===== src/design/dpr_pkg.sv =====
// Shared types and depth codes for the bitmap pixel to RGBA converter.
package dpr_pkg;

	localparam logic [5:0] DEPTH_1  = 6'd1;
	localparam logic [5:0] DEPTH_4  = 6'd4;
	localparam logic [5:0] DEPTH_8  = 6'd8;
	localparam logic [5:0] DEPTH_24 = 6'd24;
	localparam logic [5:0] DEPTH_32 = 6'd32;

	localparam logic [7:0] ALPHA_OPAQUE = 8'd255;
	localparam logic [7:0] ALPHA_CLEAR  = 8'd0;
	localparam logic [7:0] NIBBLE_MASK  = 8'h0f;
	localparam logic [2:0] BIT_TOP      = 3'd7;

	localparam logic KIND_PALETTE = 1'b0;
	localparam logic KIND_PIXEL   = 1'b1;

	typedef enum logic [1:0] {
		MODE_BGRA,
		MODE_BGR,
		MODE_PAL,
		MODE_BLACK
	} mode_t;

	typedef struct packed {
		logic        kind;
		logic [7:0]  palette_index;
		logic [23:0] palette_color;
		logic [31:0] pixel_word;
		logic [2:0]  column_low;
		logic        mask_bit;
	} pixel_t;

	typedef struct packed {
		logic [7:0] red;
		logic [7:0] green;
		logic [7:0] blue;
		logic [7:0] alpha;
	} rgba_t;

	typedef struct packed {
		mode_t      mode;
		logic [7:0] idx;
	} sel_t;

endpackage


===== src/design/dpr_index_sel.sv =====
// Depth decode and palette index extraction from the low pixel byte.
module dpr_index_sel (
	input  logic [5:0]  depth,
	input  logic [7:0]  byte0,
	input  logic [2:0]  column_low,
	output dpr_pkg::sel_t sel
);
	import dpr_pkg::*;

	always_comb begin
		sel.mode = MODE_BLACK;
		sel.idx  = '0;
		unique case (depth)
			DEPTH_32: begin
				sel.mode = MODE_BGRA;
			end
			DEPTH_24: begin
				sel.mode = MODE_BGR;
			end
			DEPTH_8: begin
				sel.mode = MODE_PAL;
				sel.idx  = byte0;
			end
			DEPTH_4: begin
				sel.mode = MODE_PAL;
				// even column takes the high nibble
				sel.idx  = column_low[0] ? (byte0 & NIBBLE_MASK) : ((byte0 >> 4) & NIBBLE_MASK);
			end
			DEPTH_1: begin
				sel.mode = MODE_PAL;
				sel.idx  = {7'd0, byte0[BIT_TOP - column_low]};
			end
			default: begin
				sel.mode = MODE_BLACK;
			end
		endcase
	end

endmodule


===== config.mk =====
export PLATFORM = sky130hd
export DESIGN_NAME = dpr_index_sel
export DESIGN_NICKNAME = d
export VERILOG_FILES = /design/src/design/dpr_pkg.sv /design/src/design/dpr_index_sel.sv
export SDC_FILE = /design/constraint.sdc
export NUM_CORES = 1
export LEC_CHECK = 0
export ABC_AREA = 0
export ABC_CLOCK_PERIOD_IN_PS = 960
export CORE_AREA = 4 4 41 43
export DETAILED_ROUTE_END_ITERATION = 10
export DIE_AREA = 0 0 45 47
export DONT_BUFFER_PORTS = 1
export SLEW_MARGIN = 5
export SYNTH_ARGS = -nofsm -noshare
export SYNTH_HDL_FRONTEND = slang
export SYNTH_SLANG_ARGS = --single-unit

===== constraint.sdc =====
create_clock -name vclk -period 0.96
set_input_delay 0.048 -clock vclk [all_inputs]
set_output_delay 0.048 -clock vclk [all_outputs]
set_load 0.01 [all_outputs]

== After elaboration in Yosys (flattened, before gate mapping) ==
Index checks and enable logic that the tools add are counted.
Widths: inputs -> output; s select.

* Bits in registers: 0
* Bits in latches: 0
* Memory bits (writable): 0
* ROM bits: 0
* Bits of input ports: 17
* Output and inout port bits: 10
* Memories: 0

* Add/sub/neg operators: 1
* Multiply operators: 0
* Divide/modulo/power cells: 0
* $lt $le $gt $ge: 1
* Eq/ne operators: 5
* Shifts and indexed selects: 0
* Multiplexer cells: 5
* Bitwise logic cells: 0
* Reduce and logical (&&, ||, !) cells: 1

{| class="wikitable"
|+ Operator list
! kind !! number
|-
| $pmux 8 s3 || 1
|-
| $eq 6x1->1 const B || 1
|-
| $eq 6x3->1 const B || 1
|-
| $eq 6x4->1 const B || 1
|-
| $eq 6x5->1 const B || 1
|-
| $eq 6x6->1 const B || 1
|-
| $pmux 2 s3 || 1
|-
| $lt 3x4->1 const B || 1
|-
| $mux 4 || 1
|-
| $bmux 1 s3 || 1
|-
| $reduce_or 3->1 || 1
|-
| $sub 3x3->3 const A || 1
|-
| $mux 1 || 1
|}

== Longest topological paths before layout ==
* Word-level depth: 4
* Gate-level depth with buffers: 4

== Least setup slack after synthesis ==
No wires, ideal clock.

* Kind: input to output
* From: in depth[5]
* To: out sel[4] (netlist bit)
* Data arrival time: 907 ps
* Path slack: 5 ps
* Cell stages on the path: 3
* Buffers on the path: 0
* Path through: or4_4 -> nor2b_4 -> and2_1

{| class="wikitable"
|+ RTL lines
! element !! line !! RTL
|-
| start, declared || dpr_index_sel.sv:3 || <nowiki>input logic [5:0] depth,</nowiki>
|-
| end, declared || dpr_index_sel.sv:6 || <nowiki>output dpr_pkg::sel_t sel</nowiki>
|}

==> metrics.txt <==
status=finished with violations; highest net fanout along the worst path=5; vias per cell=5.684; initial antenna violation count=0; DR vias=324; fin worst setup slack=-51.01 ps; row cnt=13; Hold WS=227.3 ps; XOR/XNOR share of the synthesized area=2.823%; DRC=0; First-pass DRT Iterations=4; Worst EP required=910 ps; LEAKAGE=0.0001159 µW; first-pass GRT wire length=1.359 mm; critical path arrival=960 ps; Remaining Overflow, GRT=0; failing checks=negative setup slack; largest area contributor in the netlist=mux2_2; Achievable Freq=989.1 MHz; FF/Latch Area=0 µm²; share of the synthesized area in the top cell type=14.52%; CP Capture Type=primary output; nets=61; WS Path Type=in2out; Die Wd=45 µm; period utilization=105.3%; postcts setup bufs=0; Synth Area in Compound Gates=28.63%; Final Max Tran Viols=0; ANT cells=0; normalized max-slew margin=72.64%; Synth cell types=23; worst vdd ir=105.8 µV; area delta synth->final=10.08%; # IOs=27; CORE AREA=0.001301 mm²; post-detail-place hpwl=750.4 µm; Initial Util=23.85%; Setup-failing EPs final=5; Syn Nets=59; Syn. warnings=0; min Tclk post-route=1011 ps; largest net degree at the start of global routing=10; number of fill cells in the layout=146; Startpoint Class=primary input; RD Place Congestion=0.7068; Routed Antenna Nets=0; Post-Synth Adder-Cell Area=0%; wire length per cell=15.54 µm; RSZ-0062 raised after global routing=yes; Synth area leaders=mux2_2, a22oi_1, and2_1; max cap viols=0; Total Power=81.68 µW; CTS Hold Bufs=0; # port buffers=0; mux contribution to synthesized area=21.77%; Worst-Margin Slew=400.0 ps; share of cells above drive strength 1=28.57%; pwr dens=239.1 mW/mm²; Hold WC Path Type=in2out; CLK BUF=0; vias in the first global route=302; final wirelength=886 µm; Synth Area in Simple Gates=42.74%; Min-Delay Path Depth=1; Fin. Hold Viols=0; post-synthesis sequential area ratio=0%; main combinational cell family by area after synthesis=simple AND/OR/NAND/NOR gates; Syn Std Cell Area=310.3 µm²; Die H=47 µm; seq_cells=0; die area=0.002115 mm²; Starting DRT DRC Count=13; All-Layer GR Usage=8.268%; Gate Count Post-Synth=42; average cell area after synthesis=7.388 µm²
-- placed cells by master, fill, tap and decap left out --
| master | count |
|---|---|
| a2111oi_0 | 1 |
| a211o_1 | 1 |
| a22oi_1 | 4 |
| and2_4 | 4 |
| and2b_1 | 1 |
| buf_4 | 1 |
| inv_1 | 2 |
| mux2_2 | 4 |
| mux4_2 | 1 |
| nand2_1 | 1 |
| nor2_1 | 5 |
| nor2b_1 | 4 |
| nor2b_4 | 1 |
| nor3_1 | 1 |
| nor3b_1 | 1 |
| nor4_1 | 1 |
| nor4b_1 | 1 |
| o211a_1 | 1 |
| o211ai_1 | 1 |
| o21ai_0 | 3 |
| o32ai_1 | 1 |
| or4_4 | 1 |
| xor2_1 | 1 |
-- worst max-delay path, cell delays in order --
cell     delay, ps
or4_4          570
nor2b_4        170
and2_4         170
-- what timing repair did --
item                                    4_1_cts  5_1_grt
endpoints found under the hold margin         0        0
endpoints found under the setup margin        5        5
pin swaps                                     5        0
gates resized for setup                       4        0
-- cells in the mapped netlist, types with 2 or more instances --
master   number
and2_1        4
nor2b_1       4
a22oi_1       4
nor2_1        5
inv_1         2
mux2_2        4
o21ai_0       3
-- per-layer routing --
metal  vias to the layer above  GRT usage [%]  wire length, µm
met2                        23          11.30              351
met5                         -              0                0
met3                         0          3.448              168
li1                        162              -                -
met4                         0              0                0
met1                       139          12.61              367
-- metrics by stage --
stage | instance area [µm²] | cells | util, % | setup TNS, ps | setup WS [ps]
after floorplan | 310.3 | 42 | - | 0 | 4.546
after global placement | 331.6 | 57 | 25.48 | -188.4 | -57.14
after detailed placement | 331.6 | 57 | 25.48 | -254.5 | -71.49
after CTS | 341.6 | 57 | 26.25 | -232.7 | -58.23
after global routing | 341.6 | 57 | 26.25 | -398.9 | -83.37
final | 341.6 | 57 | 26.25 | -213.3 | -51.01
-- where the power goes --
part	total [µW]	internal (µW)	leakage (µW)	switching [µW]
clock	0	0	0	0
sequential	0	0	0	0
combinational	81.7	50.6	0.000116	31.1
total	81.7	50.6	0.000116	31.1
-- layout make-up --
cell class	instances	area (µm²)	area share [%]
Inverter	2	7.507	2.198
Multi-Input combinational cell	39	307.8	90.11
Tap cell	15	18.77	5.494
Timing Repair Buffer	1	7.507	2.198
-- final timing paths --
| kind | slack (ps) | start | end |
|---|---|---|---|
| setup / recovery | -50 | depth[1] | sel[4] |
| hold / removal | 230 | byte0[6] | sel[6] |
-- logic make-up after synthesis --
family,Yosys count
AO/OA/AOI/OAI,12
XOR/XNOR,1
multiplexers,5
buffers and inverters,3
AND/OR/NAND/NOR,21
No activity file was read; power rests on OpenSTA's default activity.
